[src/hdl/char_lcd_nibble_sequencer_assert.svh]
// ----------------------------------------------------------------------------
// char lcd nibble sequencer assertion macros
// shared concurrent assertion forms, clocked on clk, held off during reset
// ----------------------------------------------------------------------------
`ifndef CHAR_LCD_NIBBLE_SEQUENCER_ASSERT_SVH
`define CHAR_LCD_NIBBLE_SEQUENCER_ASSERT_SVH

// same-cycle implication
`define CLNS_ASSERT_NOW(label, ante, cons, msg) \
  label: assert property (@(posedge clk) disable iff (!rst_n) (ante) |-> (cons)) \
    else $error(msg);

// next-cycle implication
`define CLNS_ASSERT_NEXT(label, ante, cons, msg) \
  label: assert property (@(posedge clk) disable iff (!rst_n) (ante) |=> (cons)) \
    else $error(msg);

`endif

[src/hdl/clns_pkg.sv]
// ----------------------------------------------------------------------------
// clns_pkg
// types, codes and the power-up script of the character lcd nibble sequencer
// ----------------------------------------------------------------------------
package clns_pkg;

  localparam int PADDR_W    = 3;
  localparam int PDATA_W    = 32;
  localparam int WAIT_W     = 16;
  localparam int STEP_W     = 5;
  localparam int INIT_STEPS = 17;

  localparam logic [WAIT_W-1:0] SETTLE_RESET = 16'd50;
  localparam logic [WAIT_W-1:0] CLEAR_RESET  = 16'd2000;
  localparam logic [WAIT_W-1:0] WAIT_15MS    = 16'd15000;
  localparam logic [WAIT_W-1:0] WAIT_5MS     = 16'd5000;
  localparam logic [WAIT_W-1:0] WAIT_1MS     = 16'd1000;
  localparam logic [WAIT_W-1:0] WAIT_NONE    = 16'd0;

  localparam logic [7:0] CMD_FUNC_SET = 8'h28;
  localparam logic [7:0] CMD_DISP_OFF = 8'h08;
  localparam logic [7:0] CMD_CLEAR    = 8'h01;
  localparam logic [7:0] CMD_ENTRY    = 8'h06;
  localparam logic [7:0] CMD_DISP_ON  = 8'h0C;
  localparam logic [3:0] NIB_WAKE     = 4'h3;
  localparam logic [3:0] NIB_4BIT     = 4'h2;

  typedef enum logic [2:0] {
    OP_INIT   = 3'd0,
    OP_DATA   = 3'd1,
    OP_CMD    = 3'd2,
    OP_CLEAR  = 3'd3,
    OP_GOTO   = 3'd4,
    OP_CURSOR = 3'd5
  } opcode_t;

  typedef enum logic {
    REG_SETTLE = 1'b0,
    REG_CLEAR  = 1'b1
  } reg_idx_t;

  typedef enum logic {
    ST_IDLE = 1'b0,
    ST_RUN  = 1'b1
  } run_state_t;

  typedef enum logic [1:0] {
    WAIT_CONST,
    WAIT_SETTLE,
    WAIT_CLEAR
  } wait_sel_t;

  typedef struct packed {
    logic [2:0] opcode;
    logic [7:0] byte_value;
    logic [5:0] column;
    logic       row;
    logic       cursor_on;
    logic       cursor_blink;
  } in_item_t;

  typedef struct packed {
    logic              reg_select;
    logic [3:0]        nibble;
    logic              strobe_res;
    logic [WAIT_W-1:0] wait_us;
    logic              last;
  } out_item_t;

  typedef struct packed {
    logic [WAIT_W-1:0] write_settle_us;
    logic [WAIT_W-1:0] clear_wait_us;
  } cfg_t;

  typedef struct packed {
    wait_sel_t         wsel;
    logic [3:0]        nibble;
    logic              strobe;
    logic [WAIT_W-1:0] wconst;
  } script_ent_t;

  // power-up script, one entry per step
  function automatic script_ent_t init_step(input logic [STEP_W-1:0] idx);
    script_ent_t e;
    e = '{wsel: WAIT_CONST, nibble: 4'h0, strobe: 1'b0, wconst: WAIT_NONE};
    case (idx)
      5'd0:  e.wconst = WAIT_15MS;
      5'd1, 5'd2, 5'd3: begin
        e.nibble = NIB_WAKE;
        e.strobe = 1'b1;
        e.wconst = WAIT_5MS;
      end
      5'd4: begin
        e.nibble = NIB_4BIT;
        e.strobe = 1'b1;
      end
      5'd5:  e.wconst = WAIT_1MS;
      5'd6:  begin e.nibble = CMD_FUNC_SET[7:4]; e.strobe = 1'b1; end
      5'd7:  begin e.nibble = CMD_FUNC_SET[3:0]; e.strobe = 1'b1; e.wsel = WAIT_SETTLE; end
      5'd8:  begin e.nibble = CMD_DISP_OFF[7:4]; e.strobe = 1'b1; end
      5'd9:  begin e.nibble = CMD_DISP_OFF[3:0]; e.strobe = 1'b1; e.wsel = WAIT_SETTLE; end
      5'd10: begin e.nibble = CMD_CLEAR[7:4];    e.strobe = 1'b1; end
      5'd11: begin e.nibble = CMD_CLEAR[3:0];    e.strobe = 1'b1; e.wsel = WAIT_SETTLE; end
      5'd12: e.wsel = WAIT_CLEAR;
      5'd13: begin e.nibble = CMD_ENTRY[7:4];    e.strobe = 1'b1; end
      5'd14: begin e.nibble = CMD_ENTRY[3:0];    e.strobe = 1'b1; e.wsel = WAIT_SETTLE; end
      5'd15: begin e.nibble = CMD_DISP_ON[7:4];  e.strobe = 1'b1; end
      5'd16: begin e.nibble = CMD_DISP_ON[3:0];  e.strobe = 1'b1; e.wsel = WAIT_SETTLE; end
      default: e.wconst = WAIT_NONE;
    endcase
    return e;
  endfunction

endpackage

[src/hdl/char_lcd_nibble_sequencer.sv]
// a taken item is registered first, then its first step enters the output register
// throughput: one step per cycle while the output is not stalled, from a step counter
//   driving the shared step unit; unused opcodes are taken and dropped with no step
// the next item is taken once the last step is in the output register
// reset (rst_n, synchronous, active low) empties the output register, idles
//   the sequencer and loads settle 50 us and clear 2000 us
// ----------------------------------------------------------------------------
// char_lcd_nibble_sequencer
// turns lcd requests into timed 4-bit nibble steps with a config port
// ----------------------------------------------------------------------------
`include "char_lcd_nibble_sequencer_assert.svh"

module char_lcd_nibble_sequencer (
  input  logic                          clk,
  input  logic                          rst_n,
  input  logic                          in_valid,
  output logic                          in_ready,
  input  clns_pkg::in_item_t            in_data,
  output logic                          out_valid,
  input  logic                          out_ready,
  output clns_pkg::out_item_t           out_data,
  input  logic                          psel,
  input  logic                          penable,
  input  logic                          pwrite,
  input  logic [clns_pkg::PADDR_W-1:0]  paddr,
  input  logic [clns_pkg::PDATA_W-1:0]  pwdata,
  output logic [clns_pkg::PDATA_W-1:0]  prdata,
  output logic                          pready
);

  clns_pkg::cfg_t               cfg;
  clns_pkg::run_state_t         state_r, state_nxt;
  clns_pkg::opcode_t            op_r, op_nxt;
  logic [7:0]                   byte_r, byte_nxt;
  logic [clns_pkg::STEP_W-1:0]  step_r, step_nxt;
  logic                         out_valid_r, out_valid_nxt;
  clns_pkg::out_item_t          out_data_r, out_data_nxt;
  clns_pkg::out_item_t          step;
  logic                         in_take;
  logic                         slot_free;
  logic                         op_known;
  logic [7:0]                   req_byte;

  clns_cfg_regs u_cfg (
    .clk     (clk),
    .rst_n   (rst_n),
    .psel    (psel),
    .penable (penable),
    .pwrite  (pwrite),
    .paddr   (paddr),
    .pwdata  (pwdata),
    .prdata  (prdata),
    .pready  (pready),
    .cfg     (cfg)
  );

  clns_step_unit u_step (
    .opcode   (op_r),
    .byte_val (byte_r),
    .step_idx (step_r),
    .cfg      (cfg),
    .step     (step)
  );

  assign in_ready  = (state_r == clns_pkg::ST_IDLE);
  assign in_take   = in_valid & in_ready;
  assign slot_free = !out_valid_r || out_ready;
  assign op_known  = (in_data.opcode <= 3'(clns_pkg::OP_CURSOR));

  // byte that the request sends
  always_comb begin
    case (clns_pkg::opcode_t'(in_data.opcode))
      clns_pkg::OP_CLEAR:  req_byte = clns_pkg::CMD_CLEAR;
      clns_pkg::OP_GOTO:   req_byte = {1'b1, in_data.row, in_data.column};
      clns_pkg::OP_CURSOR: req_byte = {6'b000011, in_data.cursor_on, in_data.cursor_blink};
      default:             req_byte = in_data.byte_value;
    endcase
  end

  always_comb begin
    state_nxt     = state_r;
    op_nxt        = op_r;
    byte_nxt      = byte_r;
    step_nxt      = step_r;
    out_valid_nxt = out_valid_r;
    out_data_nxt  = out_data_r;
    if (out_valid_r && out_ready) begin
      out_valid_nxt = 1'b0;
    end
    case (state_r)
      clns_pkg::ST_IDLE: begin
        if (in_take && op_known) begin
          state_nxt = clns_pkg::ST_RUN;
          op_nxt    = clns_pkg::opcode_t'(in_data.opcode);
          byte_nxt  = req_byte;
          step_nxt  = '0;
        end
      end
      clns_pkg::ST_RUN: begin
        if (slot_free) begin
          out_valid_nxt = 1'b1;
          out_data_nxt  = step;
          step_nxt      = step_r + 1'b1;
          if (step.last) begin
            state_nxt = clns_pkg::ST_IDLE;
          end
        end
      end
      default: state_nxt = clns_pkg::ST_IDLE;
    endcase
  end

  always_ff @(posedge clk) begin
    if (!rst_n) begin
      state_r     <= clns_pkg::ST_IDLE;
      out_valid_r <= 1'b0;
      step_r      <= '0;
    end else begin
      state_r     <= state_nxt;
      out_valid_r <= out_valid_nxt;
      step_r      <= step_nxt;
    end
  end

  always_ff @(posedge clk) begin
    op_r       <= op_nxt;
    byte_r     <= byte_nxt;
    out_data_r <= out_data_nxt;
  end

  assign out_valid = out_valid_r;
  assign out_data  = out_data_r;

  `CLNS_ASSERT_NEXT(a_no_step_when_idle,
    state_r == clns_pkg::ST_IDLE && out_valid_r && out_ready, !out_valid_r,
    "step produced while sequencer idle")
  `CLNS_ASSERT_NOW(a_step_in_range, state_r == clns_pkg::ST_RUN,
    step_r < clns_pkg::STEP_W'(clns_pkg::INIT_STEPS), "step index past script end")
  `CLNS_ASSERT_NEXT(a_known_op_runs, in_valid && in_ready && op_known,
    state_r == clns_pkg::ST_RUN, "accepted request did not start")
  `CLNS_ASSERT_NOW(a_pure_wait_quiet, out_valid_r && !out_data_r.strobe_res,
    out_data_r.nibble == 4'h0 && !out_data_r.reg_select,
    "pure wait step drives data or register select")

endmodule

[src/hdl/clns_cfg_regs.sv]
// ----------------------------------------------------------------------------
// clns_cfg_regs
// apb register file holding the settle and clear waits
// ----------------------------------------------------------------------------
module clns_cfg_regs (
  input  logic                          clk,
  input  logic                          rst_n,
  input  logic                          psel,
  input  logic                          penable,
  input  logic                          pwrite,
  input  logic [clns_pkg::PADDR_W-1:0]  paddr,
  input  logic [clns_pkg::PDATA_W-1:0]  pwdata,
  output logic [clns_pkg::PDATA_W-1:0]  prdata,
  output logic                          pready,
  output clns_pkg::cfg_t                cfg
);

  logic [clns_pkg::WAIT_W-1:0] settle_r, settle_nxt;
  logic [clns_pkg::WAIT_W-1:0] clear_r, clear_nxt;
  logic                        wr_en;
  clns_pkg::reg_idx_t          idx;

  assign pready = 1'b1;
  assign wr_en  = psel & penable & pwrite;
  // word address, byte offset bits ignored
  assign idx    = clns_pkg::reg_idx_t'(paddr[2]);

  always_comb begin
    settle_nxt = settle_r;
    clear_nxt  = clear_r;
    if (wr_en) begin
      case (idx)
        clns_pkg::REG_SETTLE: settle_nxt = pwdata[clns_pkg::WAIT_W-1:0];
        clns_pkg::REG_CLEAR:  clear_nxt  = pwdata[clns_pkg::WAIT_W-1:0];
        default: ;
      endcase
    end
  end

  always_ff @(posedge clk) begin
    if (!rst_n) begin
      settle_r <= clns_pkg::SETTLE_RESET;
      clear_r  <= clns_pkg::CLEAR_RESET;
    end else begin
      settle_r <= settle_nxt;
      clear_r  <= clear_nxt;
    end
  end

  always_comb begin
    case (idx)
      clns_pkg::REG_SETTLE:
        prdata = {{(clns_pkg::PDATA_W-clns_pkg::WAIT_W){1'b0}}, settle_r};
      clns_pkg::REG_CLEAR:
        prdata = {{(clns_pkg::PDATA_W-clns_pkg::WAIT_W){1'b0}}, clear_r};
      default: prdata = '0;
    endcase
  end

  assign cfg.write_settle_us = settle_r;
  assign cfg.clear_wait_us   = clear_r;

endmodule

[src/hdl/clns_step_unit.sv]
// ----------------------------------------------------------------------------
// clns_step_unit
// shared step generator: maps request and step index to one lcd step
// ----------------------------------------------------------------------------
module clns_step_unit (
  input  clns_pkg::opcode_t              opcode,
  input  logic [7:0]                     byte_val,
  input  logic [clns_pkg::STEP_W-1:0]    step_idx,
  input  clns_pkg::cfg_t                 cfg,
  output clns_pkg::out_item_t            step
);

  clns_pkg::script_ent_t ent;
  clns_pkg::wait_sel_t   wsel;
  logic [clns_pkg::WAIT_W-1:0] wconst;

  always_comb begin
    ent             = clns_pkg::init_step(step_idx);
    step.reg_select = 1'b0;
    step.nibble     = 4'h0;
    step.strobe_res = 1'b0;
    step.last       = 1'b0;
    wsel            = clns_pkg::WAIT_CONST;
    wconst          = clns_pkg::WAIT_NONE;
    case (opcode)
      clns_pkg::OP_INIT: begin
        step.nibble     = ent.nibble;
        step.strobe_res = ent.strobe;
        wsel            = ent.wsel;
        wconst          = ent.wconst;
        step.last       = (step_idx == clns_pkg::STEP_W'(clns_pkg::INIT_STEPS - 1));
      end
      default: begin
        // byte: high nibble, low nibble, then the clear wait for a clear
        case (step_idx)
          5'd0: begin
            step.reg_select = (opcode == clns_pkg::OP_DATA);
            step.nibble     = byte_val[7:4];
            step.strobe_res = 1'b1;
          end
          5'd1: begin
            step.reg_select = (opcode == clns_pkg::OP_DATA);
            step.nibble     = byte_val[3:0];
            step.strobe_res = 1'b1;
            wsel            = clns_pkg::WAIT_SETTLE;
            step.last       = (opcode != clns_pkg::OP_CLEAR);
          end
          default: begin
            wsel      = clns_pkg::WAIT_CLEAR;
            step.last = 1'b1;
          end
        endcase
      end
    endcase
    case (wsel)
      clns_pkg::WAIT_SETTLE: step.wait_us = cfg.write_settle_us;
      clns_pkg::WAIT_CLEAR:  step.wait_us = cfg.clear_wait_us;
      default:               step.wait_us = wconst;
    endcase
  end

endmodule

[config.mk]
export PLATFORM = sky130hd
export DESIGN_NAME = char_lcd_nibble_sequencer
export DESIGN_NICKNAME = d
export VERILOG_FILES = /design/src/hdl/clns_pkg.sv /design/src/hdl/char_lcd_nibble_sequencer.sv /design/src/hdl/clns_cfg_regs.sv /design/src/hdl/clns_step_unit.sv
export VERILOG_INCLUDE_DIRS = /design/src /design/src/hdl
export SDC_FILE = /design/constraint.sdc
export NUM_CORES = 1
export LEC_CHECK = 0
export BUFFER_PORTS_ARGS = -buffer_cell sky130_fd_sc_hd__buf_2
export CAP_MARGIN = 30
export CORE_AREA = 4 4 75 147
export DETAILED_ROUTE_END_ITERATION = 8
export DIE_AREA = 0 0 79 151
export PLACE_DENSITY_LB_ADDON = 0.08
export SLEW_MARGIN = 10
export SYNTH_ARGS = -nofsm -noshare
export SYNTH_HDL_FRONTEND = slang
export SYNTH_SLANG_ARGS = --single-unit
[constraint.sdc]
create_clock -name clk -period 3.3 [get_ports clk]
set_input_delay 0.33 -clock clk [delete_from_list [all_inputs] [get_ports clk]]
set_output_delay 0.33 -clock clk [all_outputs]
set_load 0.01 [all_outputs]
# Word-level counts from Yosys, hierarchy flattened

Cells that the tools add are included.

Add/sub/neg operators: 1
$lt $le $gt $ge: 1
Equality and inequality tests: 25
Mux-type cells: 23
Bitwise gates (word level): 5
Reductions and logical operators: 16

Operator list:

| cell                  | count |
|---|---|
| $pmux W32 S2          | 1 |
| $pmux W14 S3          | 1 |
| $eq A5 B4 Y1 const B  | 8 |
| $pmux W5 S7           | 1 |
| $pmux W16 S2          | 1 |
| $pmux W8 S3           | 1 |
| $eq A5 B3 Y1 const B  | 4 |
| $mux W5               | 3 |
| $mux W14              | 1 |
| $pmux W6 S2           | 1 |
| $eq A5 B2 Y1 const B  | 2 |
| $pmux W5 S2           | 1 |
| $reduce_and A2 Y1     | 5 |
| $pmux W2 S2           | 2 |
| $mux W1               | 7 |
| $eq A3 B3 Y1 const B  | 2 |
| $add A5 B1 Y5 const B | 1 |
| $eq A5 B1 Y1 const B  | 1 |
| $eq A5 B5 Y1 const B  | 1 |
| $logic_not A5 Y1      | 1 |
| $reduce_or A5 Y1      | 1 |
| $ne A2 B1 Y1 const B  | 2 |
| $pmux W1 S2           | 2 |
| $reduce_or A2 Y1      | 2 |
| 15 further kinds      | 19 |

Bits in registers: 73
Input port bits: 62
Output and inout bits: 58
Word-level logic and storage cells: 83

# Logic depth before layout (Yosys ltp)

Gate-level depths: netlist (run 1).

Depth after elaboration: 6
Gate-level depth with buffers: 11
Gate-level depth less buffers: 10

# Cells and area by module

Synthesis (run 1) repeated with hierarchy kept, for this count alone.

Cell total of the unflattened synthesis: 387
Area, all modules: 3853.7 sq um

By module, submodules not included:

| module                    | times used | cells each | area each (sq um) | sequential area each (sq um) |
|---|---|---|---|---|
| clns_cfg_regs             | 1          | 168        | 1624.1            | 640.6 |
| char_lcd_nibble_sequencer | 1          | 102        | 1527.7            | 1161.1 |
| clns_step_unit            | 1          | 117        | 701.9             | 0.0 |

# Worst setup path before layout (run 1)

OpenSTA, ideal clock, no wires.

Kind: register to register
From: register step_r[0] in the netlist's numbering
To: register out_data_r, in the netlist out_data[4] (data pin)
Setup time: 269 ps
Arrival time: 2204 ps
Required time: 3031 ps
Setup slack: 827 ps
Cell stages (with the launch flop): 12
Buffers on the path: 2
Period minus slack after synthesis: 2473 ps
Cells stage by stage: dfxtp_1 -> inv_1 -> ha_1 -> and4bb_1 -> a311oi_2 -> a21boi_2 -> nor2_1 -> ha_1 -> clkbuf_1 -> clkbuf_1 -> a22oi_1 -> o21ai_0

RTL lines:

| what                     | RTL line                         | text |
|---|---|---|
| start: declaration       | char_lcd_nibble_sequencer.sv:35  | `logic [clns_pkg::STEP_W-1:0] step_r, step_nxt;` |
| start signal: assignment | char_lcd_nibble_sequencer.sv:121 | `step_r <= step_nxt;` |
| end signal: assignment   | char_lcd_nibble_sequencer.sv:128 | `out_data_r <= out_data_nxt;` |
| end: declaration         | char_lcd_nibble_sequencer.sv:37  | `clns_pkg::out_item_t out_data_r, out_data_nxt;` |

==> qor.txt, run 1 <==
vias: 3028
dpl hpwl: 7.19 mm
layout cells sized above 1: 28.4%
die width: 79 µm
Async S/R FF share, synth: 0%
setup violators final: 0
Post-synth EDFFs: 34
clk_lat worst skew: 0.33 ns
overall power: 2300 µW
TritonCTS clock tree: yes
Total GRT Usage: 16.5%
DRT Pass-1 Iters: 4
Leak Pwr: 0.00186 µW
GPL Wtd Cong: 0.807
Max Cap Violations: 0
Peak VDD IR: 256 µV
Final WS setup: 0.352 ns
num rows: 52
I/O pin count: 120
Tcrit/Tclk final: 89.3%
Syn-to-layout area delta: 20.5%
fmax: 339 MHz
Chip Height: 151 µm
setup_tns: 0 ns
Slew @ Worst Pin: 0.728 ns
H-tree Lvls: 3
CP Cell Sequence: inv_1 -> ha_1 -> and4bb_1 -> a311oi_2 -> a21boi_2 -> nor2_1 -> ha_1 -> a22oi_1 -> nor2_1 -> a31o_2
Setup Skew: 0.00663 ns
Worst Hold Depth: 3
largest net degree at the start of global routing: 39
storage element area: 1800 µm²
Via density: 4.93
multi-input logic area: 1760 µm²
path depth of the worst reg2reg path: 10
starting DRC count in detailed routing: 205
Die ar.: 11900 µm²
cell count after synthesis: 396
first-pass GRT wire length: 15.0 mm
post-CTS resize count: 0
post-route ant nets: 0
Initial Util: 37.8%
crit path DAT: 3.03 ns
critical path type: flip-flop to flip-flop
clk buf depth: 2
TritonCTS buffer count: 9
drt drc: 0
initial antenna violation count: 0
cts hold-fix bufs: 0
pre-CTS setup slack: 0.318 ns
Crit path max-delay family: compound AO/OA/AOI/OAI gates
GRT overflow: 0
Yosys cell types: 52
Buffers on Ports: 84
unrepaired setup endpoints after global routing: false
WP depth: 10
Pins Over Slew Limit: 0
post-CTS setup buffer count: 0
wire per inst: 15.7 µm
register area share after synthesis: 47.6%
post-synth top area share: 27.0%
CP endpoint kind: flip-flop
Worst setup SP type: flip-flop
Yosys Warn Count: 0
buffers and inverters on the worst path: 1
crit-path max cell delay: 0.44 ns
PwrDens: 504 nW/µm²
CP max-delay cell: ha_1
Final min period: 2.95 ns
vias in the first global route: 2936
Fill cells: 1054
Critical Path RT: 3.38 ns
final hold violations: 0
Sink Count: 73
synth top area cells: edfxtp_1 (27%), dfxtp_1 (21%), nand2_1 (7.5%)
CTS root buffer: clkbuf_16
CP Max Fanout: 16
CORE AREA: 10000 µm²
largest area contributor in the netlist: edfxtp_1
outcome: finished clean
HP Class: input port to flip-flop
final wirelength: 9.63 mm
Slew HR: 51.4%
Syn Area/Cell: 9.56 µm²
Final #Nets: 543
Top FF cell, synth: dfxtp_1
flops & latches, synth: 73
# diodes: 0
Clk pin slew, worst setup/hold paths: 0.06 ns
Post-Syn Area: 3790 µm²
path summary, 6_finish.rpt:
kind | startpoint | end | slack, ns
max | step_r[0]$_SDFFE_PN0P_ | out_data[9]$_DFFE_PP_ | 0.35
min | pwdata[10] | u_cfg.clear_r[10]$_SDFFE_PN1P_ | 0.23
max reg2reg | step_r[0]$_SDFFE_PN0P_ | out_data[9]$_DFFE_PP_ | 0.35
min reg2reg | u_cfg.settle_r[15]$_SDFFE_PN0P_ | u_cfg.settle_r[15]$_SDFFE_PN0P_ | 0.47
power breakdown:
| part | switching (µW) | internal, µW |
|---|---|---|
| clock | 361 | 604 |
| combinational | 190 | 126 |
| sequential | 19.3 | 1000 |
cells in the final DEF, fill, tap and decap left out, types with 2 or more instances in the layout:
| cell type | n |
|---|---|
| o22ai_1 | 2 |
| edfxtp_1 | 34 |
| a22o_1 | 4 |
| nand3_1 | 15 |
| nor2b_1 | 7 |
| clkbuf_16 | 9 |
| and3_1 | 4 |
| a221oi_1 | 7 |
| nand3b_1 | 2 |
| xor2_1 | 2 |
| ha_1 | 7 |
| nor3_1 | 4 |
| nand4_1 | 2 |
| o21a_1 | 3 |
| conb_1 | 17 |
| a22oi_1 | 15 |
| inv_1 | 10 |
| a31oi_1 | 2 |
| a21oi_1 | 7 |
| dfxtp_1 | 39 |
| mux2_2 | 17 |
| nand2_1 | 76 |
| buf_2 | 84 |
| buf_4 | 11 |
| o21ai_0 | 15 |
| nand2b_1 | 3 |
| a21boi_0 | 26 |
| nor2_1 | 25 |
cell usage after synthesis, types with 2 or more instances:
cell      count
nand3b_1      2
nand2b_1      3
o22ai_1       2
conb_1        2
a221oi_1      7
nand3_1      15
buf_4        18
a21boi_0     26
nand2_1      76
a22oi_1      15
buf_2         8
mux2_2       17
edfxtp_1     34
dfxtp_1      39
and3_1        4
nand4_1       2
xor2_1        2
clkbuf_1     16
o21a_1        3
a22o_1        4
a21oi_1       7
a31oi_1       2
o21ai_0      15
inv_1        10
nor2_1       25
ha_1          7
nor3_1        4
nor2b_1       7
tightest hold or removal path, stage by stage:
cell     delay (ns)
buf_2          0.09
nand2_1        0.04
nand3_1        0.06
cells by family after synthesis:
kind of cell / share of synthesized area (%)
simple gates: 18.4
xor+xnor: 0.694
compound gates: 17.6
mux: 5.72
other cells: 0.198
flops: 47.6
fa+ha+maj: 2.31
buf+inv: 7.50
metrics by stage:
step	hold WS, ns	utilization (%)	cells	instance area (µm²)
floorplan	0.429	-	411	3840
CTS	0.207	45.6	614	4570
detailed placement	0.461	42.6	598	4270
finish	0.225	45.6	614	4570
global route	0.219	45.6	614	4570
global placement	0.460	42.6	598	4270
registers in the layout, summed over array words and instances, names as in the netlist:
| signal | count |
|---|---|
| state_r | 1 |
| u_cfg.clear_r | 16 |
| byte_r | 8 |
| step_r | 5 |
| u_cfg.settle_r | 16 |
| op_r | 3 |
| out_valid | 1 |
| out_data | 23 |
layer usage:
| layer | vias to the layer above | global-route usage, % | share of wire [%] |
|---|---|---|---|
| met2 | 76 | 30.5 | 55 |
| met3 | 16 | 3.21 | 4.0 |
| met4 | 0 | 8.18 | 3.0 |
| li1 | 1521 | - | - |
| met5 | - | 0 | 0 |
| met1 | 1415 | 17.6 | 38 |
final cells by class:
class / count / share of cell area, %
flip-flops and latches: 73 / 39.5
multi-input cells: 285 / 38.5
repair buffers: 95 / 11.0
clock buffers: 11 / 5.32
well taps: 135 / 3.70
clock inverters: 5 / 1.18
inverters: 10 / 0.822
Note: power is estimated with default switching activity, not from simulation.
==> inputs of run 2 (changes only) <==
--- a/config.mk
+++ b/config.mk
@@ -8,10 +8,10 @@
 export LEC_CHECK = 0
 export BUFFER_PORTS_ARGS = -buffer_cell sky130_fd_sc_hd__buf_2
 export CAP_MARGIN = 30
-export CORE_AREA = 4 4 75 147
+export CORE_AREA = 2 2 64 127
 export DETAILED_ROUTE_END_ITERATION = 8
-export DIE_AREA = 0 0 79 151
-export PLACE_DENSITY_LB_ADDON = 0.08
+export DIE_AREA = 0 0 66 129
+export PLACE_DENSITY = 0.8
 export SLEW_MARGIN = 10
 export SYNTH_ARGS = -nofsm -noshare
 export SYNTH_HDL_FRONTEND = slang
==> run 2 against run 1 <==
Effect of this change:
- critical path depth unchanged
- highest routed layer unchanged
- clock power down 2%
- die area down 29%
- largest power group unchanged
- via count up 4.4%
- combinational power up 1%
==> qor.txt, run 2 (synthesis gave the netlist of run 1 again) <==
pre-CTS setup slack: 0.473 ns (+0.155 ns)
clk buf depth: 2 (unchanged)
post-route ant nets: 0 (unchanged)
cts hold-fix bufs: 0 (unchanged)
Leak Pwr: 0.00186 µW (+0.24%)
final hold violations: 0 (unchanged)
CTS root buffer: clkbuf_16
max reg flops: 23 (unchanged)
TritonCTS clock tree: yes
Slew HR: 46.8% (-4.6 points)
Max Cap Violations: 0 (unchanged)
Final WS setup: 0.414 ns (+0.0614 ns)
Tcrit/Tclk final: 87.5% (-1.9 points)
DRT Pass-1 Iters: 4 (unchanged)
TritonCTS buffer count: 9 (unchanged)
CP endpoint kind: flip-flop
post-CTS resize count: 0 (unchanged)
largest net degree at the start of global routing: 39 (unchanged)
setup violators final: 0 (unchanged)
CORE AREA: 7540 µm² (-25%)
overall power: 2290 µW (-0.58%)
initial antenna violation count: 0 (unchanged)
I/O pin count: 120 (unchanged)
Clk pin slew, worst setup/hold paths: 0.06 ns (about the same)
Final min period: 2.89 ns (-0.0614 ns)
outcome: finished clean
clk_lat worst skew: 0.34 ns (about the same)
Total GRT Usage: 22.3% (+5.8 points)
most frequent cells in the layout: buf_2 (84), nand2_1 (76), dfxtp_1 (39), edfxtp_1 (34), a21boi_0 (26)
starting DRC count in detailed routing: 146 (-29%)
Post-Route Utilization: 60.1% (+15 points)
Setup Skew: 0.00774 ns (+0.00110 ns)
fmax: 346 MHz (+2.1%)
first-pass GRT wire length: 14.3 mm (-4.1%)
H-tree Lvls: 3 (unchanged)
Sink Count: 73 (unchanged)
crit-path max cell delay: 0.43 ns (about the same)
wire per inst: 15.5 µm (-0.99%)
HP Class: input port to flip-flop
GPL Wtd Cong: 0.901 (+12%)
Initial Util: 50.2% (+12 points)
Syn-to-layout area delta: 19.7%
post-CTS setup buffer count: 0 (unchanged)
critical path type: flip-flop to flip-flop
final wirelength: 8.91 mm (-7.4%)
CP Cell Sequence: inv_1 -> ha_1 -> and4bb_1 -> a311oi_2 -> a21boi_2 -> nor2_1 -> ha_1 -> a22oi_1 -> nor2_1 -> a31o_2
GRT overflow: 0 (unchanged)
Pins Over Slew Limit: 0 (unchanged)
vias: 3162 (+4.4%)
leading cell type in the layout, fill and taps excluded: buf_2
num rows: 45 (-13%)
setup_tns: 0 ns (unchanged)
Peak VDD IR: 366 µV (+43%)
dpl hpwl: 6.38 mm (-11%)
vias in the first global route: 3052 (+4.0%)
Chip Height: 129 µm (-15%)
Final #Nets: 544 (+0.18%)
die width: 66 µm (-16%)
unrepaired setup endpoints after global routing: false
Die ar.: 8510 µm² (-29%)
CP max-delay cell: dfxtp_1
CP Max Fanout: 16 (unchanged)
crit path DAT: 2.98 ns (-0.05 ns)
Via density: 5.51 (+12%)
Buffers on Ports: 84 (unchanged)
PwrDens: 505 nW/µm² (+0.11%)
drt drc: 0 (unchanged)
Worst setup SP type: flip-flop
# diodes: 0 (unchanged)
layout cells sized above 1: 28.5% (+0.15 points)
Slew @ Worst Pin: 0.795 ns (+0.0668 ns)
Critical Path RT: 3.39 ns (about the same)
run 2: worst paths after layout:
kind,from,to,slack [ns],cells past startpoint
min,pwdata[8],u_cfg.clear_r[8]$_SDFFE_PN1P_,0.23,3
max,step_r[0]$_SDFFE_PN0P_,out_data[9]$_DFFE_PP_,0.41,10
max reg2reg,step_r[0]$_SDFFE_PN0P_,out_data[9]$_DFFE_PP_,0.41,10
min reg2reg,u_cfg.settle_r[5]$_SDFFE_PN1P_,u_cfg.settle_r[5]$_SDFFE_PN1P_,0.48,2
run 2: layout make-up:
cell class	count	area (µm²)
clock buffer	11	233
clock inverter	5	56.3
fill	685	3010
inverter	10	37.5
multi-input combinational	285	1760
sequential	73	1800
tap	94	118
timing repair buffer	96	531
run 2: critical path: cells and delay by family, from the launching register on:
kind | cells | cell delay, ns
fa+ha+maj | 2 | 0.66
buf+inv | 1 | 0.10
flops | 1 | 0.43
compound gates | 4 | 1.06
simple gates | 3 | 0.39
run 2: metrics by stage:
| stage | instance area (µm²) | instances | hold slack [ns] |
|---|---|---|---|
| global placement | 4220 | 557 | 0.456 |
| finish | 4530 | 574 | 0.227 |
| detailed placement | 4220 | 557 | 0.475 |
| global route | 4530 | 574 | 0.232 |
| floorplan | 3840 | 411 | 0.429 |
| CTS | 4510 | 573 | 0.216 |
run 2: layer usage:
| metal | GRT usage, % | share of wire (%) | vias up |
|---|---|---|---|
| met1 | 25.5 | 38 | 1481 |
| met5 | 0 | 0 | - |
| li1 | - | - | 1524 |
| met4 | 14.0 | 4.1 | 0 |
| met2 | 37.8 | 53 | 124 |
| met3 | 3.85 | 5.7 | 33 |
run 2: report_power, final:
group	switching (µW)	internal (µW)	leakage, µW
combinational	189	131	0.00108
sequential	19.8	1000	0.000645
clock	364	584	0.000139
total	573	1720	0.00186
